[src/hw/rtl/mlfs_pkg.sv]
`timescale 1ns / 1ps
package mlfs_pkg;

    localparam int MAX_WIDTH        = 128;
    localparam int MAX_HEIGHT       = 128;
    localparam int STORE_LINE_BYTES = MAX_WIDTH / 8;
    localparam int STORE_BYTES      = STORE_LINE_BYTES * MAX_HEIGHT;
    localparam int ADDR_W           = $clog2(STORE_BYTES);
    localparam int LB_W             = $clog2(STORE_LINE_BYTES + 1);
    localparam int LINE_W           = 8;
    localparam int ROW_W            = $clog2(MAX_HEIGHT);

    localparam logic [7:0] CMD_WRITE  = 8'h01;
    localparam logic [7:0] CMD_VCOM   = 8'h02;
    localparam logic [7:0] CMD_CLEAR  = 8'h04;
    localparam logic [7:0] BLANK_BYTE = 8'hFF;

    localparam logic REG_LINE_BYTES = 1'b0;
    localparam logic REG_LINE_COUNT = 1'b1;

    typedef enum logic [1:0] {
        MODE_PIXEL  = 2'd0,
        MODE_CLEAR  = 2'd1,
        MODE_TOGGLE = 2'd2,
        MODE_DRAW   = 2'd3
    } mode_t;

    typedef struct packed {
        mode_t             op;
        logic [ADDR_W-1:0] addr;
        logic [2:0]        bit_sel;
        logic              on;
    } cmd_t;

    typedef struct packed {
        logic [7:0] data;
        logic       rel;
        logic       last;
    } res_t;

    typedef enum logic [3:0] {
        ST_SWEEP,
        ST_IDLE,
        ST_PIX_RD,
        ST_PIX_WR,
        ST_CMD,
        ST_CMD_END,
        ST_HEAD,
        ST_NUM,
        ST_DATA,
        ST_TRAIL,
        ST_FINAL
    } back_state_t;

endpackage

[src/hw/rtl/mlfs_res_fifo.sv]
`timescale 1ns / 1ps
module mlfs_res_fifo (
    input  logic           clk,
    input  logic           rst_n,
    input  logic           wr_en,
    input  mlfs_pkg::res_t wr_data,
    input  logic           rd_en,
    output mlfs_pkg::res_t rd_data,
    output logic           f_full,
    output logic           f_empty
);
    import mlfs_pkg::*;

    res_t       slot_reg [4];
    logic [1:0] wr_ptr_reg;
    logic [1:0] wr_ptr_next;
    logic [1:0] rd_ptr_reg;
    logic [1:0] rd_ptr_next;
    logic [2:0] count_reg;
    logic [2:0] count_next;
    logic       do_wr;
    logic       do_rd;

    assign f_full  = (count_reg == 3'd4);
    assign f_empty = (count_reg == 3'd0);
    assign rd_data = slot_reg[rd_ptr_reg];
    assign do_wr   = wr_en && !f_full;
    assign do_rd   = rd_en && !f_empty;

    always_comb
    begin
        wr_ptr_next = wr_ptr_reg + 2'(do_wr);
        rd_ptr_next = rd_ptr_reg + 2'(do_rd);
        count_next  = count_reg + 3'(do_wr) - 3'(do_rd);
    end

    always_ff @(posedge clk or negedge rst_n)
    begin
        if (!rst_n)
        begin
            wr_ptr_reg <= 2'd0;
            rd_ptr_reg <= 2'd0;
            count_reg  <= 3'd0;
        end
        else
        begin
            wr_ptr_reg <= wr_ptr_next;
            rd_ptr_reg <= rd_ptr_next;
            count_reg  <= count_next;
        end
    end

    always_ff @(posedge clk)
    begin
        if (do_wr)
        begin
            slot_reg[wr_ptr_reg] <= wr_data;
        end
    end

endmodule

[config.mk]
export PLATFORM = sky130hd
export DESIGN_NAME = mlfs_res_fifo
export DESIGN_NICKNAME = d
export VERILOG_FILES = /design/src/hw/rtl/mlfs_pkg.sv /design/src/hw/rtl/mlfs_res_fifo.sv
export SDC_FILE = /design/constraint.sdc
export NUM_CORES = 1
export LEC_CHECK = 0
export BUFFER_PORTS_ARGS = -buffer_cell sky130_fd_sc_hd__buf_2
export CELL_PAD_IN_SITES_DETAIL_PLACEMENT = 1
export CELL_PAD_IN_SITES_GLOBAL_PLACEMENT = 1
export CORE_MARGIN = 2
export CORE_UTILIZATION = 35
export DETAILED_ROUTE_END_ITERATION = 16
export GPL_ROUTABILITY_DRIVEN = 0
export PLACE_DENSITY_LB_ADDON = 0.1
export SLEW_MARGIN = 20
export SYNTH_ARGS = -nofsm -noshare
export SYNTH_HDL_FRONTEND = slang
export SYNTH_SLANG_ARGS = --single-unit
export TNS_END_PERCENT = 30
[constraint.sdc]
create_clock -name clk -period 4.7 [get_ports clk]
set_clock_uncertainty 0.05 [all_clocks]
set_input_delay 0.47 -clock clk [delete_from_list [all_inputs] [get_ports clk]]
set_output_delay 0.47 -clock clk [all_outputs]
set_load 0.005 [all_outputs]
* Word-level counts from Yosys, hierarchy flattened *
Memories as Yosys holds them, arrays and structs flattened.
Cells that the tools add are included.

storage, ports and cells
  flip-flop bits (word level) = 7
  memory bits (writable) = 40
  input bits = 14
  memories kept = 1

cells by class
  add/subtract/negate cells = 4
  equality and inequality tests = 1
  mux-type cells = 2
  reductions and logical operators = 5

memories
  name      words  width  rd ports  clocked after Yosys merged registers in  wr ports  RTL line             source
  slot_reg  4      10     1         0                                        1         mlfs_res_fifo.sv:14  res_t slot_reg [4];

operator list
  operator                                     number
  2-bit by 1-bit adder with 2-bit output       2
  3-bit by 1-bit adder with 3-bit output       1
  3-bit == test, second input constant         1
  3-bit logical NOT                            1
  3-bit by 1-bit subtractor with 3-bit output  1
  1-bit logical AND                            2
  1-bit logical NOT                            2
  1-bit 2-to-1 mux                             2

* Depth between registers and ports, before layout *
  depth after elaboration = 5
  mapped depth = 6

* Worst setup path before layout *
No wires, ideal clock.

  path kind = register to register
  start point = reg count_reg[2]
  end point = mem slot_reg[0][0] in the netlist's numbering (enable)
  library setup time = 0.407 ns
  arrival = 1.767 ns
  setup slack = 2.475 ns
  stages on the path, launching flop included = 3
  buffers on the path = 0
  period minus slack after synthesis = 2.225 ns
  cells stage by stage = dfrtp_1 > nor3b_4 > nor4b_1

between the ends
  word-level cells in the longest chain between the ends = 5

ends and longest elaborated chain
  what                                    RTL line             source
  from (decl)                             mlfs_res_fifo.sv:19  logic [2:0] count_reg;
  from (signal assigned)                  mlfs_res_fifo.sv:49  count_reg <= count_next;
  3-bit == test                           mlfs_res_fifo.sv:24  assign f_full = (count_reg == 3'd4);
  net f_full                              mlfs_res_fifo.sv:9   output logic f_full,
  1-bit logical NOT                       mlfs_res_fifo.sv:27  assign do_wr = wr_en && !f_full;
  1-bit logical AND                       mlfs_res_fifo.sv:27
  1-bit 2-to-1 mux                        mlfs_res_fifo.sv:55  if (do_wr)
  1-bit 2-to-1 mux (implied by the code)  mlfs_res_fifo.sv:57  slot_reg[wr_ptr_reg] <= wr_data;
  to (decl)                               mlfs_res_fifo.sv:14

The timed path passes the listed nets, and every way through them passes these cells.

==> out/metrics.yaml <==
cts_buffers: 5
critPathMaxStageDelay_ns: 0.83
p_per_area_nw_per_um2: 612.7
power_w: 0.001362
switching_share_pct: 27.60
setup_ws_ns: 2.334
status: "completed"
wl_per_cell_um: 16.24
p_clk_share_pct: 25.2
slew_headroom_pct: 51.17
vias: 891
final_hold_viol_count: 0
synth_area_leaders: "edfxtp_1, mux4_2, dfrtp_1"
synth_area_per_cell_sq_um: 22.14
clockRootBuffer: "clkbuf_8"
grtUsageTotal_pct: 11.23
synth-seq-cells: 47
hold_path.class: "primary input to flip-flop"
worstMarginPinSlew_ns: 0.7325
cp_slowest_cell: "dfrtp_1"
pwr-share-seq_pct: 49.4
initial_utilization_pct: 36.22
ant_nets: 0
nFillCells: 512
chipWidth_um: 76.47
synth_cells: 83
antenna_found_initial: 0
synth_nets: 100
drv_slew: 0
rsz0062_at_grt: "false"
layout.area.seq_sq_um: 1376
nNetsFinal: 134
h-tree-depth: 2
synth_most_common_cell: "edfxtp_1"
path_max_fanout: 12
synth.distinct_cells: 23
end_kind: "output port"
clockBufferDepth: 2
cts_tree: "built"
largest_reg_flops: 40
clk_pin_slew_ns: 0.09
grt_max_degree: 16
drtIter0Drc: 53
cts_resized: 0
path_cells: "mux4_2 -> buf_2"
p_leak_nw: 0.7856
cts_num_sinks: 47
fin_hold_ws_ns: 0.3362
internal_power_w: 0.0009857
cpLargestDelayFamily: "flip-flops"
cap_violations: 0
synth_commonest_cells: "edfxtp_1, mux4_2, dfrtp_1"
diodes: 0
combPwrFrac_pct: 25.5
synth_area_leader_cell: "edfxtp_1"
async_flop_share_pct: 14.89
max-vdd-ir-drop_mv: 0.2304
syn_area_sq_um: 1838
final_area_sq_um: 2222
area_growth_pct: 20.90
numPortBuffers: 25
crit_type: "flip-flop to output port"
die_height_um: 76.47
fin_crit_sh_pct: 50.33
critPathLaunchType: "flip-flop"
critPathBufInv: 1
setup_violations: 0
vias_per_cell: 4.739
place_ws_ns: 2.587
io_pins: 26
synth_edf_count: 40
cts_setup_buffers: 0
routed_wl_um: 3054
drive_gt1_share_pct: 42.37
multi_input_area_sq_um: 460.4
grt_pass1_wl_um: 4892
min_period_ns: 2.366
p_switching_w: 0.0003759
firstDrtPassIters: 2
required_ns: 4.18
synth_top_area_share_pct: 65.35
grt-ovfl-total: 0
clk-insertion-delay-late_ns: 0.29
ys.flop_type: "edfxtp_1"
ctsHoldBuffers: 1
worstPathArrival_ns: 1.85
yosysWarnings: 0
grt_pass1_vias: 879
drcViolationCount: 0
design.core.area_sq_um: 5075
max_clock_freq_ghz: 0.4227
dpl.hpwl_um: 2066
floorplan.rows: 26
yosysSeqAreaShare_pct: 74.88
place_area_sq_um: 2076
dieArea_sq_um: 5847
tns_ns: 0
[kinds of logic after synthesis]
family | Yosys count | share of synthesized area (%)
fa+ha+maj | 3 | 2.450
xor+xnor | 5 | 2.382
mux | 11 | 12.80
simple gates | 10 | 4.629
flops | 47 | 74.88
buf+inv | 3 | 1.089
compound gates | 4 | 1.770
[cells in the final DEF, fill, tap and decap left out, types with 2 or more instances in the layout]
cell type,n
clkbuf_8,5
buf_2,25
nor4bb_2,2
edfxtp_1,40
ha_1,2
buf_4,3
mux4_2,10
dfrtp_1,7
xnor2_1,4
bufinv_16,2
nor2_1,2
[routing by layer]
| metal | track usage, % | share of wire (%) | wire [um] | vias up |
|---|---|---|---|---|
| li1 | - | - | - | 412 |
| met1 | 13.92 | 44 | 1331 | 456 |
| met2 | 18.14 | 51 | 1552 | 18 |
| met3 | 4.265 | 4.3 | 131 | 5 |
| met4 | 3.818 | 1.2 | 38 | 0 |
| met5 | 0 | 0 | 0 | - |
[power groups by stage]
stage	Combinational, W	Clock [W]	Sequential [W]
2_1_floorplan	0.000276	0	0.000621
3_3_place_gp	0.000352	0	0.000680
3_5_place_dp	0.000357	0	0.000687
4_1_cts	0.000358	0.000349	0.000678
5_1_grt	0.000383	0.000366	0.000691
6_report	0.000347	0.000342	0.000672
[stage by stage]
step                util, %  instances
floorplan                 -         83
global placement      40.90        179
detailed placement    40.90        179
CTS                   43.79        188
global route          43.79        188
finish                43.79        188
[path summary, 6_finish.rpt]
kind / start / end / slack (ns) / cells past startpoint
worst min-delay path: wr_data[1] / slot_reg[3][1] / 0.34 / 1
worst min register to register: wr_ptr_reg[1] / wr_ptr_reg[1] / 0.53 / 1
max in group asynchronous: rst_n / wr_ptr_reg[1] / 3.94 / 2
worst max register to register: count_reg[1] / count_reg[2] / 2.79 / 5
worst max-delay path: rd_ptr_reg[0] / rd_data[9] / 2.33 / 2
min in group asynchronous: rst_n / wr_ptr_reg[0] / 0.48 / 2
[final cells by class]
cell class              count  share of cell area, %
flip-flops and latches     47                  61.94
multi-input cells          33                  20.72
repair buffers             29                  7.095
well taps                  70                  3.941
clock buffers               5                  3.097
clock inverters             3                  3.041
inverters                   1                 0.1689
Note: power is estimated with default switching activity, not from simulation.
