$ cat src/hw/rtl/mlfs_pkg.sv
`timescale 1ns / 1ps
package mlfs_pkg;

    localparam int MAX_WIDTH        = 128;
    localparam int MAX_HEIGHT       = 128;
    localparam int STORE_LINE_BYTES = MAX_WIDTH / 8;
    localparam int STORE_BYTES      = STORE_LINE_BYTES * MAX_HEIGHT;
    localparam int ADDR_W           = $clog2(STORE_BYTES);
    localparam int LB_W             = $clog2(STORE_LINE_BYTES + 1);
    localparam int LINE_W           = 8;
    localparam int ROW_W            = $clog2(MAX_HEIGHT);

    localparam logic [7:0] CMD_WRITE  = 8'h01;
    localparam logic [7:0] CMD_VCOM   = 8'h02;
    localparam logic [7:0] CMD_CLEAR  = 8'h04;
    localparam logic [7:0] BLANK_BYTE = 8'hFF;

    localparam logic REG_LINE_BYTES = 1'b0;
    localparam logic REG_LINE_COUNT = 1'b1;

    typedef enum logic [1:0] {
        MODE_PIXEL  = 2'd0,
        MODE_CLEAR  = 2'd1,
        MODE_TOGGLE = 2'd2,
        MODE_DRAW   = 2'd3
    } mode_t;

    typedef struct packed {
        mode_t             op;
        logic [ADDR_W-1:0] addr;
        logic [2:0]        bit_sel;
        logic              on;
    } cmd_t;

    typedef struct packed {
        logic [7:0] data;
        logic       rel;
        logic       last;
    } res_t;

    typedef enum logic [3:0] {
        ST_SWEEP,
        ST_IDLE,
        ST_PIX_RD,
        ST_PIX_WR,
        ST_CMD,
        ST_CMD_END,
        ST_HEAD,
        ST_NUM,
        ST_DATA,
        ST_TRAIL,
        ST_FINAL
    } back_state_t;

endpackage

$ cat src/hw/rtl/mlfs_front.sv
`timescale 1ns / 1ps
module mlfs_front (
    input  logic                        push,
    input  logic [1:0]                  mode,
    input  logic [8:0]                  x_pos,
    input  logic [7:0]                  y_pos,
    input  logic                        pixel_on,
    input  logic [mlfs_pkg::LB_W-1:0]   lb_eff,
    input  logic [mlfs_pkg::LINE_W-1:0] lc_eff,
    input  logic                        stop,
    output logic                        q_push,
    output mlfs_pkg::cmd_t              q_data
);
    import mlfs_pkg::*;

    logic [8:0]                  x_limit;
    logic                        in_range;
    logic [ROW_W+LB_W-1:0]       row_base;
    logic [ROW_W+LB_W-1:0]       addr_full;

    assign x_limit   = {1'b0, lb_eff, 3'b000};
    assign in_range  = (x_pos < x_limit) && (y_pos < lc_eff);
    assign row_base  = y_pos[ROW_W-1:0] * lb_eff;
    assign addr_full = row_base + (ROW_W+LB_W)'(x_pos[8:3]);

    always_comb
    begin
        q_data.op      = mode_t'(mode);
        q_data.addr    = addr_full[ADDR_W-1:0];
        q_data.bit_sel = x_pos[2:0];
        q_data.on      = pixel_on;
    end

    // drop out-of-range pixels at the door
    assign q_push = push && !stop && ((mode_t'(mode) != MODE_PIXEL) || in_range);

endmodule

$ cat config.mk
export PLATFORM = sky130hd
export DESIGN_NAME = mlfs_front
export DESIGN_NICKNAME = d
export VERILOG_FILES = /design/src/hw/rtl/mlfs_pkg.sv /design/src/hw/rtl/mlfs_front.sv
export SDC_FILE = /design/constraint.sdc
export NUM_CORES = 1
export LEC_CHECK = 0
export BUFFER_PORTS_ARGS = -buffer_cell sky130_fd_sc_hd__buf_4
export CAP_MARGIN = 5
export CORE_MARGIN = 2
export CORE_UTILIZATION = 44
export DETAILED_ROUTE_END_ITERATION = 8
export PLACE_DENSITY = 0.72
export SYNTH_ARGS = -nofsm -noshare
export SYNTH_HDL_FRONTEND = slang
export SYNTH_SLANG_ARGS = --single-unit
$ cat constraint.sdc
create_clock -name vclk -period 9.9
set_input_delay 0.99 -clock vclk [all_inputs]
set_output_delay 0.99 -clock vclk [all_outputs]
set_load 0.03 [all_outputs]
Word level (Yosys, flattened, before mapping)
Index checks and enable logic that the tools add are counted.
- add/subtract/negate cells: 1
- $mul: 1
- order comparisons: 2
- reductions and logical operators: 6
- operators with widths (operator ; count):
    $add 11x6->11 ; 1
    $mul 7x5->11 ; 1
    $lt 9x8->1 ; 1
    $lt 8x8->1 ; 1
    $logic_and 1x1->1 ; 3
    $reduce_bool 2->1 ; 1
    $logic_not 1->1 ; 1
    $logic_or 1x1->1 ; 1
- bits in registers: 0
- bits of input ports: 35
- output and inout bits: 18
- logic and storage cells: 10

Depth between registers and ports, before layout
Gate-level depths: netlist of run 1.
- depth after elaboration: 4
- depth in mapped cells: 12
- depth with buffers taken out: 12

Least setup slack after synthesis of run 1
No wires, ideal clock.
- path kind: input to output
- start: input y_pos[2]
- end: output q_data[14] in the netlist's numbering
- data arrival time: 4012 ps
- required time: 8910 ps
- path slack: 4898 ps
- cell stages on the path: 11
- cells stage by stage: and2_1 fa_1 fa_1 inv_1 fa_1 inv_1 ha_1 o21ai_0 o21ai_1 a31oi_2 xnor2_1
- RTL lines (element ; RTL line ; RTL):
    from (decl) ; mlfs_front.sv:6 ; input logic [7:0] y_pos,
    to (decl) ; mlfs_front.sv:12 ; output mlfs_pkg::cmd_t q_data

==> results of run 1 <==
==> layout by cell type, fill, tap and decap left out, types with 2 or more instances in the layout <==
master / netlist / routed
o21bai_1: 2 / 2
xnor2_1: 9 / 9
nand2b_1: 3 / 3
nor4_1: 2 / 2
and2_2: 4 / 4
fa_1: 20 / 20
o21ai_1: 3 / 3
inv_1: 37 / 37
a21oi_1: 4 / 4
a21o_1: 4 / 4
o21ai_0: 7 / 7
buf_4: 6 / 45
ha_1: 31 / 31
nor2_1: 3 / 3
and2_1: 15 / 15
nand2_1: 16 / 16
==> synth_stat cells, drive strengths merged (3+ instances only) <==
cell,instances,area (um^2)
a21o,4,30.0
a21oi,4,20.0
and2,19,124
buf,6,45.0
fa,20,400
ha,31,388
inv,37,139
nand2,16,60.1
nand2b,3,18.8
nor2,3,11.3
o21ai,10,50.0
xnor2,9,78.8
==> power breakdown <==
part / leakage, nW / internal [W] / switching (W)
clock network: 0 / 0 / 0
logic: 1.04 / 0.000119 / 0.000164
registers: 0 / 0 / 0
==> logic make-up after synthesis <==
logic type      Yosys count  synth area share (%)
buf+inv                  43                  12.2
simple gates             48                  17.6
fa+ha+maj                51                  52.4
compound gates           27                  12.0
xor+xnor                 10                  5.82
==> metrics by stage <==
step | worst slack, ns | area, um^2
after floorplan | 4.90 | 1510
after CTS | 4.68 | 1860
after detailed placement | 4.70 | 1860
after global routing | 4.51 | 1860
after global placement | 4.75 | 1860
final | 4.67 | 1860
==> worst min-delay path by stage <==
stage	end	startpoint	slack (ns)	cells after the start
after global placement	q_data[0]	pixel_on	1.98	0
after CTS	q_data[0]	pixel_on	1.98	0
after floorplan	q_data[0]	pixel_on	2.11	1
after global routing	q_data[3]	x_pos[2]	1.98	0
after detailed placement	q_data[0]	pixel_on	1.98	0
final	q_data[2]	x_pos[1]	1.98	0
==> metal layers <==
metal	wire length (um)	up-vias	GRT usage, %
met4	0	0	0
li1	-	651	-
met5	0	-	0
met1	1440	589	23.4
met3	84	0	0.541
met2	1490	23	27.6
==> area by class of cell <==
cell class | count | area (um^2)
fill | 343 | 1460
multi-input combinational | 136 | 1320
timing repair buffer | 45 | 338
inverter | 37 | 139
tap | 46 | 57.6
==> metrics.md, run 1 <==
| Metric | Value |
|---|---|
| Initial drt markers | 32 |
| Nets@finish | 306 |
| Tcrit/Tclk final | 52.9% |
| Unrepaired setup endpoints after global routing | false |
| Final Max Tran Viols | 0 |
| Hold Crit Class | primary input to output pin |
| Post-Route WL | 3.01 mm |
| Cell area after synthesis | 1510 um^2 |
| Post-Syn Instances | 179 |
| Critical path data required time | 8.91 ns |
| Initial antenna violation count | 0 |
| Die Area | 3910 um^2 |
| Pleak | 1.04 nW |
| Dpl cells | 264 |
| Worst Path Arrival | 4.24 ns |
| Largest net degree at the start of global routing | 9 |
| Post-DRT Antenna Nets | 0 |
| GRT Residual Overflow | 0 |
| CP Buf/Inv Count | 4 |
| Clock buf count | 0 |
| Vias per Instance | 4.78 |
| Initial Utilization | 45.5% |
| DR pass1 iterations | 4 |
| Gp weighted congestion | 0.836 |
| Die Width | 62.5 um |
| Hold-fix buffers at CTS | 0 |
| Final Power | 0.000283 W |
| Total GRT Usage | 15.9% |
| Critical path endpoint category | output pin |
| Area Growth Syn to Fin | 23.3% |
| Drt wl/cell | 11.4 um |
| Non-filler cells, final | 264 |
| Ports | 53 |
| Slowest cell on crit path | fa_1 |
| Worst stage delay on the critical path | 0.57 ns |
| Input/output buffers | 45 |
| Detail Placement HPWL | 2.63 mm |
| Critical Path Source Type | primary input |
| Worst slew margin | 77.5% |
| WHS | 1.98 ns |
| Crit path depth | 13 |
| Vias | 1263 |
| Crit-path max FO | 8 |
| Layout cells sized above 1 | 23.9% |
| First-pass GRT wire length | 5.26 mm |
| Row count | 21 |
| Endpoints failing hold | 0 |
| Max-cap violations | 0 |
| Yosys warnings | 0 |
| DRC | 0 |
| Antenna cells | 0 |
| Outcome | finished clean |
| Final setup TNS | 0 ns |
| Core area | 3310 um^2 |
| Syn_area_per_cell | 8.41 um^2 |
| Vias in the first global route | 1173 |
| Final setup viols | 0 |
| Fmax | 191 MHz |
| Die span in y | 62.5 um |
| Pwr Density | 153 nW/um^2 |
| Seq_cells | 0 |
| Sequential area share after synthesis | 0% |
| Setup crit start | lb_eff[4] |
| Post-CTS sizing | 0 |
| Crit path max-delay family | adder cells |
| Synth unique cells | 29 |
| Post-CTS Setup Inserts | 0 |
| CP endpoint | q_data[14] |
| WS Path Type | primary input to output pin |
| CP cell instances | buf_4 > and2_1 > fa_1 > fa_1 > inv_1 > fa_1 > inv_1 > ha_1 > o21ai_0 > o21ai_1 > a31oi_2 > xnor2_1 > buf_4 |
| Slew of the pin with the lowest slew margin | 0.336 ns |
| Most frequent CP cell | fa_1 |
| VDD IR max | 0.140 mV |
| Register area | 0 um^2 |
| Synthesized net count | 265 |
| Fin crit period | 5.23 ns |
| Final core occ | 56.0% |
(Power assumes the default switching activity.)
==> inputs of run 2 (changes only) <==
- PLACE_DENSITY: 0.72 -> 0.75
- clock period: 9.9 -> 4.4 ns (I/O delays scaled with it)
==> run 2 against run 1 <==
Compared with the run above:
- count of clock-buffer cells in the layout unchanged
- power up 120%
- first-iteration DRC count down 25%
- highest routed layer unchanged
- routed wire length down 4.0%
- cell area unchanged
- critical path depth unchanged
- via count up 1.1%
- combinational power up 120%
- core utilization unchanged
- non-clock buffer count unchanged
- worst hold slack worse by 1.1 ns
==> metrics.md, run 2 (synthesis results as in run 1) <==
| Metric | Value |
|---|---|
| Outcome | finished clean |
| Fmax | 244 MHz |
| Dpl cells | 264 (unchanged) |
| First-pass GRT wire length | 5.26 mm (unchanged) |
| Pleak | 1.04 nW (unchanged) |
| Critical Path Source Type | primary input |
| Detail Placement HPWL | 2.54 mm (-3.3%) |
| Largest net degree at the start of global routing | 9 (unchanged) |
| Final Max Tran Viols | 0 (unchanged) |
| Worst stage delay on the critical path | 0.54 ns (-0.03 ns) |
| Vias per Instance | 4.84 (+1.1%) |
| WS Path Type | primary input to output pin |
| Most common cell after layout, fill and taps aside | buf_4 |
| Initial Utilization | 45.5% (unchanged) |
| Seq_cells | 0 (unchanged) |
| Die Area | 3910 um^2 (unchanged) |
| Fin crit period | 4.10 ns |
| Pre-CTS setup slack | 0.347 ns (-4.36 ns) |
| VDD IR max | 0.308 mV (+120%) |
| Fill cells | 336 (-2.0%) |
| Final Power | 0.000635 W (+120%) |
| Tcrit/Tclk final | 93.1% |
| Final setup viols | 0 (unchanged) |
| Crit-path max FO | 8 (unchanged) |
| Nets@finish | 306 (unchanged) |
| Post-CTS sizing | 0 (unchanged) |
| Vias in the first global route | 1209 (+3.1%) |
| Die Width | 62.5 um (unchanged) |
| Layout cells sized above 1 | 23.9% (unchanged) |
| Post-Route WL | 2.89 mm (-4.0%) |
| Final setup TNS | 0 ns (unchanged) |
| Slowest cell on crit path | fa_1 |
| Total GRT Usage | 15.7% (-0.15 points) |
| GRT Residual Overflow | 0 (unchanged) |
| DR pass1 iterations | 4 (unchanged) |
| Pwr Density | 342 nW/um^2 (+120%) |
| Hold-fix buffers at CTS | 0 (unchanged) |
| Gp weighted congestion | 0.827 (-1.0%) |
| Endpoints failing hold | 0 (unchanged) |
| Drt wl/cell | 10.9 um (-4.0%) |
| Initial antenna violation count | 0 (unchanged) |
| CP cell instances | buf_4 > and2_1 > fa_1 > fa_1 > inv_1 > fa_1 > inv_1 > ha_1 > o21ai_0 > o21ai_1 > a31oi_2 > xnor2_1 > buf_4 |
| Area Growth Syn to Fin | 23.3% (unchanged) |
| Input/output buffers | 45 (unchanged) |
| Unrepaired setup endpoints after global routing | false |
| Critical path data required time | 3.96 ns (-4.95 ns) |
| Row count | 21 (unchanged) |
| Vias | 1277 (+1.1%) |
| Clock buf count | 0 (unchanged) |
| Initial drt markers | 24 (-25%) |
| Hold Crit Class | primary input to output pin |
| Worst slew margin | 76.3% (-1.1 points) |
| Critical path endpoint category | output pin |
| Final worst slack | 0.304 ns (-4.36 ns) |
| Post-DRT Antenna Nets | 0 (unchanged) |
| Core area | 3310 um^2 (unchanged) |
| Ports | 53 (unchanged) |
| Final core occ | 56.0% (unchanged) |
| DRC | 0 (unchanged) |
| Max-cap violations | 0 (unchanged) |
| Register area | 0 um^2 (unchanged) |
| Most frequent CP cell | fa_1 |
| Non-filler cells, final | 264 (unchanged) |
| Worst Path Arrival | 3.66 ns (-0.58 ns) |
| Most frequent cells in the layout | 45 x buf_4, 37 x inv_1, 31 x ha_1 |
| Area occupied by multi-input gates | 1320 um^2 (unchanged) |
| Post-CTS Setup Inserts | 0 (unchanged) |
| Slew of the pin with the lowest slew margin | 0.353 ns (+0.0169 ns) |
| Die span in y | 62.5 um (unchanged) |
| Antenna cells | 0 (unchanged) |
## run 2: cell counts in the layout (fill, tap and decap cells not counted)
Identical to the previous run, type by type.
## run 2: area by class of cell
cell class | instances | area share (%)
inverter | 37 | 7.48
multi-input combinational | 136 | 71.2
tap | 46 | 3.10
timing repair buffer | 45 | 18.2
## run 2: worst max-delay path: cells and delay by family
family          cells  cell delay (ns)
fa+ha+maj           4             1.90
simple gates        1             0.17
xor+xnor            1             0.14
buf+inv             4             0.41
compound gates      3             0.58
## run 2: per-layer routing
| metal | vias up | wire (um) | global-route usage (%) |
|---|---|---|---|
| li1 | 650 | - | - |
| met1 | 603 | 1400 | 23.4 |
| met2 | 24 | 1400 | 26.9 |
| met3 | 0 | 85 | 0.721 |
| met4 | 0 | 0 | 0 |
| met5 | - | 0 | 0 |
## run 2: power by group
part           internal, W  switching [W]  total [W]
clock                    0              0          0
sequential               0              0          0
combinational     0.000266       0.000370   0.000635
## run 2: worst paths after layout
check / from / to / depth (start not counted)
max: lb_eff[4] / q_data[14] / 13
min: x_pos[1] / q_data[2] / 0
## run 2: metrics by stage
step	hold WS, ns	cell area, um^2
global route	0.880	1860
global placement	0.880	1860
floorplan	1.01	1510
CTS	0.880	1860
finish	0.880	1860
detailed placement	0.880	1860
