--- src/hw/rtl/mlfs_pkg.sv ---
`timescale 1ns / 1ps
package mlfs_pkg;

    localparam int MAX_WIDTH        = 128;
    localparam int MAX_HEIGHT       = 128;
    localparam int STORE_LINE_BYTES = MAX_WIDTH / 8;
    localparam int STORE_BYTES      = STORE_LINE_BYTES * MAX_HEIGHT;
    localparam int ADDR_W           = $clog2(STORE_BYTES);
    localparam int LB_W             = $clog2(STORE_LINE_BYTES + 1);
    localparam int LINE_W           = 8;
    localparam int ROW_W            = $clog2(MAX_HEIGHT);

    localparam logic [7:0] CMD_WRITE  = 8'h01;
    localparam logic [7:0] CMD_VCOM   = 8'h02;
    localparam logic [7:0] CMD_CLEAR  = 8'h04;
    localparam logic [7:0] BLANK_BYTE = 8'hFF;

    localparam logic REG_LINE_BYTES = 1'b0;
    localparam logic REG_LINE_COUNT = 1'b1;

    typedef enum logic [1:0] {
        MODE_PIXEL  = 2'd0,
        MODE_CLEAR  = 2'd1,
        MODE_TOGGLE = 2'd2,
        MODE_DRAW   = 2'd3
    } mode_t;

    typedef struct packed {
        mode_t             op;
        logic [ADDR_W-1:0] addr;
        logic [2:0]        bit_sel;
        logic              on;
    } cmd_t;

    typedef struct packed {
        logic [7:0] data;
        logic       rel;
        logic       last;
    } res_t;

    typedef enum logic [3:0] {
        ST_SWEEP,
        ST_IDLE,
        ST_PIX_RD,
        ST_PIX_WR,
        ST_CMD,
        ST_CMD_END,
        ST_HEAD,
        ST_NUM,
        ST_DATA,
        ST_TRAIL,
        ST_FINAL
    } back_state_t;

endpackage

--- src/hw/rtl/mlfs_cmd_queue.sv ---
`timescale 1ns / 1ps
module mlfs_cmd_queue (
    input  logic           clk,
    input  logic           rst_n,
    input  logic           wr_en,
    input  mlfs_pkg::cmd_t wr_data,
    input  logic           rd_en,
    output mlfs_pkg::cmd_t rd_data,
    output logic           q_full,
    output logic           q_empty
);
    import mlfs_pkg::*;

    cmd_t       slot_reg [2];
    logic       wr_ptr_reg;
    logic       wr_ptr_next;
    logic       rd_ptr_reg;
    logic       rd_ptr_next;
    logic [1:0] count_reg;
    logic [1:0] count_next;
    logic       do_wr;
    logic       do_rd;

    assign q_full  = (count_reg == 2'd2);
    assign q_empty = (count_reg == 2'd0);
    assign rd_data = slot_reg[rd_ptr_reg];
    assign do_wr   = wr_en && !q_full;
    assign do_rd   = rd_en && !q_empty;

    always_comb
    begin
        wr_ptr_next = do_wr ? !wr_ptr_reg : wr_ptr_reg;
        rd_ptr_next = do_rd ? !rd_ptr_reg : rd_ptr_reg;
        count_next  = count_reg + 2'(do_wr) - 2'(do_rd);
    end

    always_ff @(posedge clk or negedge rst_n)
    begin
        if (!rst_n)
        begin
            wr_ptr_reg <= 1'b0;
            rd_ptr_reg <= 1'b0;
            count_reg  <= 2'd0;
        end
        else
        begin
            wr_ptr_reg <= wr_ptr_next;
            rd_ptr_reg <= rd_ptr_next;
            count_reg  <= count_next;
        end
    end

    always_ff @(posedge clk)
    begin
        if (do_wr)
        begin
            slot_reg[wr_ptr_reg] <= wr_data;
        end
    end

endmodule

--- config.mk ---
export PLATFORM = sky130hd
export DESIGN_NAME = mlfs_cmd_queue
export DESIGN_NICKNAME = d
export VERILOG_FILES = /design/src/hw/rtl/mlfs_pkg.sv /design/src/hw/rtl/mlfs_cmd_queue.sv
export SDC_FILE = /design/constraint.sdc
export NUM_CORES = 1
export LEC_CHECK = 0
export BUFFER_PORTS_ARGS = -buffer_cell sky130_fd_sc_hd__buf_2
export CAP_MARGIN = 5
export CORE_MARGIN = 3
export CORE_UTILIZATION = 30
export CTS_CLUSTER_DIAMETER = 30
export DETAILED_ROUTE_END_ITERATION = 6
export GPL_ROUTABILITY_DRIVEN = 0
export GPL_TIMING_DRIVEN = 0
export PLACE_DENSITY = 0.56
export SKIP_LAST_GASP = 1
export SYNTH_ARGS = -nofsm -noshare
export SYNTH_HDL_FRONTEND = slang
export SYNTH_SLANG_ARGS = --single-unit
--- constraint.sdc ---
create_clock -name clk -period 4.2 [get_ports clk]
set_input_delay 0.84 -clock clk [delete_from_list [all_inputs] [get_ports clk]]
set_output_delay 0.84 -clock clk [all_outputs]
set_load 0.005 [all_outputs]
; Word-level counts from Yosys, hierarchy flattened
; Memory sizes are Yosys's and may differ from the RTL's.
; Cells that the tools add are included.
[op_classes]
mux = 2
n_reduce_logical = 7
add_sub_neg = 2
n_eq_ne = 1
[ops]
columns = operator, count
row1 = $logic_not A1 Y1, 4
row2 = $add A2 B1 Y2, 1
row3 = $eq A2 B2 Y1 const B, 1
row4 = $logic_and A1 B1 Y1, 2
row5 = $logic_not A2 Y1, 1
row6 = $mux W1, 2
row7 = $sub A2 B1 Y2, 1
[word_totals]
mem_count = 1
inputBits = 21
out_inout_bits = 19
word_cells = 16
mem_bits_rw = 34
register_bits = 4
[memory_table]
columns = memory, words, word_bits, read_ports, rd_clocked_by_memory_dff, write_ports, line
row1 = slot_reg, 2, 17, 1, 0, 1, mlfs_cmd_queue.sv:14  ; cmd_t slot_reg [2];

; Longest topological paths before layout
; Gate-level depths: netlist (run 1).
[logic_depth]
depth_word = 5
mapped_depth = 7
mapped_depth_nobuf = 7

; Worst setup path before layout (run 1)
; No wires, ideal clock.
[synth_path]
kind = input to register
startpoint = input port wr_en
endpoint = memory slot_reg[0][0] (netlist bit) (enable)
stages = 2
t_required_ns = 3.810
setup_time_ns = 0.390
arrival_ns = 1.670
path_slack_ns = 2.140
n_path_buf = 0
path_cell_list = nand2_1 > nor2_1
[synth_via]
elab_chain_len = 3
[synth_rtl]
columns = element, line
row1 = from (decl), mlfs_cmd_queue.sv:5  ; input logic wr_en,
row2 = $logic_and A1 B1 Y1, mlfs_cmd_queue.sv:27  ; assign do_wr = wr_en && !q_full;
row3 = $mux W1, mlfs_cmd_queue.sv:55  ; if (do_wr)
row4 = $mux W1 (not written as such), mlfs_cmd_queue.sv:57  ; slot_reg[wr_ptr_reg] <= wr_data;
row5 = to (decl), mlfs_cmd_queue.sv:14
; No other way between the ends.

==> metrics.sh, run 1 <==
POSTSYNTHCELLCOUNT=71
SYN-NUM-NETS=94
SYN-MEAN-INSTANCE-AREA_UM2=20.81
CRIT_PATH_LARGEST_CELL_DELAY_NS=0.38
SYNTH.TOP_CELL.AREA_SHARE_PCT=69.09
SETUP_VIOL_COUNT_FINAL=0
POST_ROUTE_UTILIZATION_PCT=40.27
TIMING.REG2REG.WORST_PATH_DEPTH=3
LAYOUT.FILLER_CELLS=457
TIMING.CRITICAL_PATH.SLOWEST_STAGE_CELL='dfrtp_1'
GROUTE.LAYER.MET2.USAGE_PCT=15.07
CTS_TREE='built'
IO_BUFFER_COUNT=39
PLACEABLECOREAREA_UM2=4564
CLOCK_TREE.ROOT_CELL='clkbuf_8'
SYN_TO_FINAL_GROWTH_PCT=24.39
FMAXACHIEVABLE_MHz=450.1
RATIO_OF_CELLS_WITH_DRIVE_ABOVE_1_IN_THE_FINAL_LAYOUT_PCT=55.93
WL_PER_CELL_UM=13.24
MEASURED_SLEW_AT_THE_WORST_SLEW_CHECK_PIN_NS=0.8836
PATH_DELAY_FAMILY='buffers and inverters'
CTS_HOLD_BUFFERS=0
CLKSINKCOUNT=38
DRT-INITIAL-DRC-COUNT=52
FIN_TNS_SETUP_NS=0
FIRST_GLOBAL_VIAS=871
DETAIL-ROUTE-ANTENNA-NETS=0
GRT_SETUP_UNREPAIRED='false'
POSTCTSRESIZEDCELLS=0
DIODES=0
OVERFLOW=0
DRT_FIRST_PASS_ITERS=4
CRIT_TYPE='reg -> out'
ASYNC_FLOP_SHARE_PCT=10.53
PATH_MAX_FANOUT=10
SKEW_NS=0.002537
POST-ROUTE-MIN-PERIOD_NS=2.222
YOSYSUNIQUECELLTYPES=15
START_UTIL_PCT=32.37
NUMBER_OF_SYNTHESIZED_FLOPS_WITH_AN_ENABLE_PIN=34
ROWS=24
YOSYS_REGISTER_BITS=38
CTSLONGESTPATHBUFFERS=2
POST-SYNTH-TOP-AREA-CELL='edfxtp_1'
CTS.REPORTEDPATHS.CLKPINSLEW_NS=0.07
NETS=140
TIMING_HOLD_VIOLATIONS_FINAL=0
MET3_USAGE_PCT=4.374
PLACE.DETAILED.HPWL_UM=1703
PATH_CELLS='buf_6, buf_12, mux2_4, buf_2'
HOLDWS_NS=0.3494
SLEW_HEADROOM_PCT=41.03
SETUP_CRIT_END_KIND='output port'
HTREE_NUM_LEVELS=2
CRITICAL_PATH_REQUIRED_NS=3.36
ARRIVAL_NS=1.38
YS_SEQ_AREA_SHARE_PCT=75.87
START_KIND='flop'
GRT_START_MAX_NET_PINS=18
TIMING.CRITICAL_PATH.DEPTH=4
SYNTHESIS.AREA_UM2=1478
SYNTH.TOP_CELLS.BY_COUNT='34 x edfxtp_1, 9 x mux2_4, 8 x mux2_2'
POSTSYNTH.TOPFLOPCELL='edfxtp_1'
MIN-DELAY-PATH-CLASS='in -> async'
RUN_STATUS='finished clean'
POWER-PER-CELL-AREA_nW_PER_UM2=647.1
CRIT_BUF_INV=3
POST_CTS.REPAIR.SETUP_BUFFERS=0
VIA_COUNT=763
POST-ROUTE-PERIOD-UTIL_PCT=52.89
GRT.BUSIEST_LAYER='met2'
IOPINCOUNT=40
SLEW_VIOL_FINAL=0
FLOORPLAN.DIE_AREA_UM2=5803
VIAS_PER_CELL=4.169
GLOBALROUTETOTALUTIL_PCT=8.987
CTS-BUFFERS-INSERTED=5
VDD_IR_DROP_MAX_V=0.0003211
DIE-WIDTH_UM=76.18
FINALINSTANCEAREA_UM2=1838
SYNTH.AREA.TOP_CELLS='edfxtp_1 69%, mux2_4 9.1%, dfrtp_1 6.8%, mux2_2 6.1%, xnor2_1 1.8%'
FINALWIRELENGTH_UM=2423
DRC=0
SYNTHMOSTINSTANTIATEDCELL='edfxtp_1'
PLACED_CELL_AREA_UM2=1757
MAX-CAP-VIOLATIONS=0
YS.WARNINGS.COUNT=0
POWER.LEAKAGE_nW=0.7385
DIEHEIGHT_UM=76.18
LARGEST_REG_FLOPS=34
GRT_ANTENNA_BEFORE_REPAIR=0
TOTALPOWERFINAL_W=0.001189
MET1_USAGE_PCT=9.437
CLOCK_INSERTION_DELAY_WORST_SKEW_NS=0.28
GRT_FIRST_PASS_WIRELENGTH_UM=3933
## stage by stage
stage          setup WS [ns]  instances
2_1_floorplan          2.140         71
6_report               1.978        183
3_3_place_gp           1.599        175
4_1_cts                1.943        183
5_1_grt                1.914        183
3_5_place_dp           2.014        175
## per-layer routing
metal	share of wire, %	routed length (um)	vias up
met3	6.6	161	4
met2	52	1259	30
met5	0	0	-
li1	-	-	358
met1	40	961	371
met4	1.7	41	0
## worst paths after layout
path,from,to,slack (ns)
min in group clk,count_reg[1],count_reg[1],0.51
max in group asynchronous,rst_n,rd_ptr_reg,3.73
setup reg to reg,count_reg[1],slot_reg[0][7],2.49
hold reg to reg,count_reg[1],count_reg[1],0.51
setup / recovery,rd_ptr_reg,rd_data[8],1.98
hold / removal,rst_n,count_reg[0],0.35
## layout by cell type, fill, tap and decap left out, types with 2 or more instances in the layout
cell / instances
buf_2: 39
edfxtp_1: 34
mux2_4: 9
mux2_2: 8
clkbuf_8: 5
dfrtp_1: 4
xnor2_1: 3
inv_1: 2
ha_1: 2
## cell type report
cell class	instances	area, um2	area share [%]
inverters	2	7.507	0.4084
clock buffers	6	72.57	3.948
plain buffers	2	31.28	1.702
multi-input cells	29	320.3	17.43
flip-flops and latches	38	1121	60.99
clock inverters	2	8.758	0.4765
well taps	65	81.33	4.425
repair buffers	39	195.2	10.62
## kinds of logic (layout without fill, tap and decap cells)
logic type               after synthesis  count (layout)  share of synthesized area (%)
AND/OR/NAND/NOR                        6               6                          2.202
buffers and inverters                  4              51                          2.625
adder cells (fa/ha/maj)                2               2                          1.693
XOR/XNOR                               4               4                          2.371
multiplexers                          17              17                          15.24
flip-flops                            38              38                          75.87
## where the power goes
part / leakage [nW] / total (W) / switching (W) / internal (W)
Sequential: 0.362 / 0.000555 / 0.0000309 / 0.000524
Combinational: 0.334 / 0.000405 / 0.000182 / 0.000224
Clock: 0.0426 / 0.000229 / 0.000115 / 0.000114
Total: 0.738 / 0.00119 / 0.000328 / 0.000862
(Power assumes the default switching activity.)
==> inputs of run 2 (changes only) <==
--- a/config.mk
+++ b/config.mk
@@ -5,6 +5,7 @@
 export SDC_FILE = /design/constraint.sdc
 export NUM_CORES = 1
 export LEC_CHECK = 0
+export ABC_AREA = 1
 export BUFFER_PORTS_ARGS = -buffer_cell sky130_fd_sc_hd__buf_2
 export CAP_MARGIN = 5
 export CORE_MARGIN = 3
@@ -13,7 +14,7 @@
 export DETAILED_ROUTE_END_ITERATION = 6
 export GPL_ROUTABILITY_DRIVEN = 0
 export GPL_TIMING_DRIVEN = 0
-export PLACE_DENSITY = 0.56
+export PLACE_DENSITY = 0.57
 export SKIP_LAST_GASP = 1
 export SYNTH_ARGS = -nofsm -noshare
 export SYNTH_HDL_FRONTEND = slang
==> constraint.sdc (replaced) <==
create_clock -name clk -period 1.9 [get_ports clk]
set_input_delay 0.38 -clock clk [delete_from_list [all_inputs] [get_ports clk]]
set_output_delay 0.38 -clock clk [all_outputs]
set_load 0.005 [all_outputs]
==> run 2 against run 1 <==
Compared with the run above:
- highest routed layer unchanged
- total power is 120% higher
- combinational power rose by 130%
- setup slack lost 1.8 ns
- synthesized area rose by 1.5%
- worst hold slack lost 0.061 ns
- non-clock buffer count increased by 2
- count of clock-buffer cells in the layout up 1
- clock skew is 0.0029 ns higher
==> metrics.sh, run 2 <==
PLACE.DETAILED.HPWL_UM=1747  # +2.6%
NUMBER_OF_SYNTHESIZED_FLOPS_WITH_AN_ENABLE_PIN=34  # unchanged
TIMING.REG2REG.WORST_PATH_DEPTH=3  # unchanged
YOSYS_REGISTER_BITS=38  # unchanged
CTS.REPORTEDPATHS.CLKPINSLEW_NS=0.07  # about the same
MIN-DELAY-PATH-CLASS='in -> reg'
SYNTHMOSTINSTANTIATEDCELL='nand2_1'
WORST_HOLD_STARTPOINT='wr_data[1]'
GLOBALROUTETOTALUTIL_PCT=9.344  # +0.36 points
CTS_TREE='built'
GRT_START_MAX_NET_PINS=18  # unchanged
FINAL_CELL_MIX='59 x nand2_1, 39 x buf_2, 34 x edfxtp_1, 10 x inv_1'
GRT_FIRST_PASS_WIRELENGTH_UM=4153  # +5.6%
CRIT_TYPE='reg -> reg'
FMAXACHIEVABLE_MHz=589.6
GRT_ANTENNA_BEFORE_REPAIR=0  # unchanged
MAX-CAP-VIOLATIONS=0  # unchanged
YS.WARNINGS.COUNT=0  # unchanged
SETUP_CRIT_END_KIND='flop'
HOLDWS_NS=0.2884  # -0.06096 ns
VIA_COUNT=936  # +23%
NETS=192  # +37%
WL_PER_CELL_UM=10.74  # -19%
SYNTH.AREA.TOP_CELLS='edfxtp_1 68%, nand2_1 15%, dfrtp_1 6.7%, inv_1 2.5%, nand2_2 2.1%'
VDD_IR_DROP_MAX_V=0.0006205  # +93%
DIEHEIGHT_UM=76.72  # +0.70%
CLKSINKCOUNT=38  # unchanged
CRITICAL_PATH_REQUIRED_NS=1.80  # -1.56 ns
IOPINCOUNT=40  # unchanged
CLOCK_TREE.ROOT_CELL='clkbuf_8'
WORST_R2R_STARTPOINT='count_reg[1]'
ROWS=25  # +4.2%
DIE-WIDTH_UM=76.72  # +0.70%
TIMING_HOLD_VIOLATIONS_FINAL=0  # unchanged
POST-SYNTH-TOP-AREA-CELL='edfxtp_1'
POSTSYNTHCELLCOUNT=122  # +72%
GRT_SETUP_UNREPAIRED='false'
FLOORPLAN.DIE_AREA_UM2=5885  # +1.4%
WHS_ENDPOINT='slot_reg[1][1]'
FINALWIRELENGTH_UM=2535  # +4.6%
DIODES=0  # unchanged
SW_SHARE_PCT=32.26  # +4.7 points
POWER-PER-CELL-AREA_nW_PER_UM2=1405  # +120%
OVERFLOW=0  # unchanged
TOTALPOWERFINAL_W=0.002625  # +120%
SYNTH.TOP_CELLS.BY_COUNT='59 x nand2_1, 34 x edfxtp_1, 10 x inv_1'
LAYOUT_COMMONEST_CELL='nand2_1'
R2R_END='slot_reg[1][10]'
TOTAL_SWITCHING_POWER_W=0.0008466  # +160%
SYNTH.TOP_CELL.AREA_SHARE_PCT=68.06  # -1.0 points
CLOCK_INSERTION_DELAY_WORST_SKEW_NS=0.27  # about the same
DRC=0  # unchanged
PLACEABLECOREAREA_UM2=4786  # +4.9%
ARRIVAL_NS=1.59  # +0.21 ns
DRT_FIRST_PASS_ITERS=4  # unchanged
ASYNC_FLOP_SHARE_PCT=10.53  # unchanged
DRT-INITIAL-DRC-COUNT=14  # -73%
REGTOREGSETUPSLACK_NS=0.20  # -2.29 ns
HOLD_PATH_DEPTH=1
CTSLONGESTPATHBUFFERS=2  # unchanged
HTREE_NUM_LEVELS=2  # unchanged
IO_BUFFER_COUNT=39  # unchanged
POSTSYNTH.TOPFLOPCELL='edfxtp_1'
VIAS_PER_CELL=3.966  # -4.9%
POWER.LEAKAGE_nW=0.8581  # +16%
SYN-NUM-NETS=145  # +54%
SETUP_VIOL_COUNT_FINAL=0  # unchanged
SYN-MEAN-INSTANCE-AREA_UM2=12.30  # -41%
CLK_PWR_SHARE_PCT=18.3  # -1.0 points
FIRST_GLOBAL_VIAS=963  # +11%
PWR-SHARE-SEQ_PCT=46.1  # -0.6 points
RUN_STATUS='finished clean'
MEASURED_SLEW_AT_THE_WORST_SLEW_CHECK_PIN_NS=0.8952  # +0.01156 ns
SLEW_HEADROOM_PCT=40.26  # -0.77 points
POST-ROUTE-PERIOD-UTIL_PCT=89.27
POST-ROUTE-MIN-PERIOD_NS=1.696
SLEW_VIOL_FINAL=0  # unchanged
START_UTIL_PCT=31.35  # -1.0 points
SYNTHESIS.AREA_UM2=1500  # +1.5%
LARGEST_REG_FLOPS=34  # unchanged
POWER.INTERNAL_W=0.001778  # +110%
SYN_TO_FINAL_GROWTH_PCT=24.52
SKEW_NS=0.005424  # +0.002887 ns
COMBINATIONAL_POWER_SHARE_PCT=35.6  # +1.5 points
START_KIND='flop'
PATH_MAX_FANOUT=17  # +7
RATIO_OF_CELLS_WITH_DRIVE_ABOVE_1_IN_THE_FINAL_LAYOUT_PCT=31.95  # -24 points
YS_SEQ_AREA_SHARE_PCT=74.73  # -1.1 points
DETAIL-ROUTE-ANTENNA-NETS=0  # unchanged
YOSYSUNIQUECELLTYPES=12  # -3
CTS-BUFFERS-INSERTED=5  # unchanged
run 2: changes by cell type after synthesis, sizes merged, moves of 3 or more:
cell	previous run	this run
nand2	1	64
inv	2	11
mux2	17	0
nand3	0	3
xnor2	3	0
run 2: power by group through the flow:
stage	Sequential (W)	Combinational (W)	Clock (W)
final	0.00121	0.000933	0.000481
after global routing	0.00123	0.00108	0.000545
after CTS	0.00121	0.000971	0.000514
after detailed placement	0.00123	0.000967	0
after global placement	0.00123	0.000954	0
after floorplan	0.00122	0.000593	0
run 2: through the flow:
stage | setup slack, ns | cell area, um2 | util (%) | cells | TNS, ns
floorplan | 0.2164 | 1500 | - | 122 | 0
global placement | -0.2828 | 1779 | 37.18 | 228 | -4.797
detailed placement | 0.1878 | 1782 | 37.23 | 228 | 0
CTS | 0.1716 | 1868 | 39.03 | 236 | 0
global route | 0.08605 | 1868 | 39.03 | 236 | 0
finish | 0.2038 | 1868 | 39.03 | 236 | 0
run 2: what timing repair did:
item / 4_1_cts / 5_1_grt
gates resized for setup: 0 / 0
setup buffers: 0 / 0
endpoints found under the hold margin: 4 / 0
hold buffers: 1 / 0
run 2: how the worst max path moves through the flow:
stage	startpoint	end	slack (ns)	depth (start not counted)
after CTS	count_reg[1]	slot_reg[1][10]	0.17	3
after detailed placement	count_reg[1]	slot_reg[1][6]	0.19	3
after floorplan	count_reg[1]	slot_reg[1][0]	0.22	3
final	count_reg[1]	slot_reg[1][10]	0.20	3
after global routing	count_reg[1]	slot_reg[1][14]	0.09	3
after global placement	count_reg[1]	slot_reg[1][6]	-0.28	3
run 2: layout make-up:
type / instances / area [um2]
buffer: 3 / 33.78
fill: 478 / 2918
multi-input combinational: 70 / 299.0
clock buffer: 7 / 76.32
sequential: 38 / 1121
tap: 67 / 83.83
timing repair buffer: 40 / 205.2
inverter: 11 / 48.80
run 2: per-layer routing:
metal	part of all wire [%]	track usage (%)	wire length [um]
met1	41	9.704	1049
met3	8.2	4.343	209
met2	50	15.94	1261
met4	0.55	4.348	14
met5	0	0	0
run 2: critical path: stages (launching register included):
cell     delay, ns
dfrtp_1       0.40
nand2_1       0.12
nand2_1       0.11
nor2_2        0.70
run 2: cells by family after synthesis:
group | after synthesis | share of synthesized area, %
AND/OR/NAND/NOR | 68 | 18.10
buffers and inverters | 14 | 5.505
adder cells (fa/ha/maj) | 2 | 1.668
flip-flops | 38 | 74.73
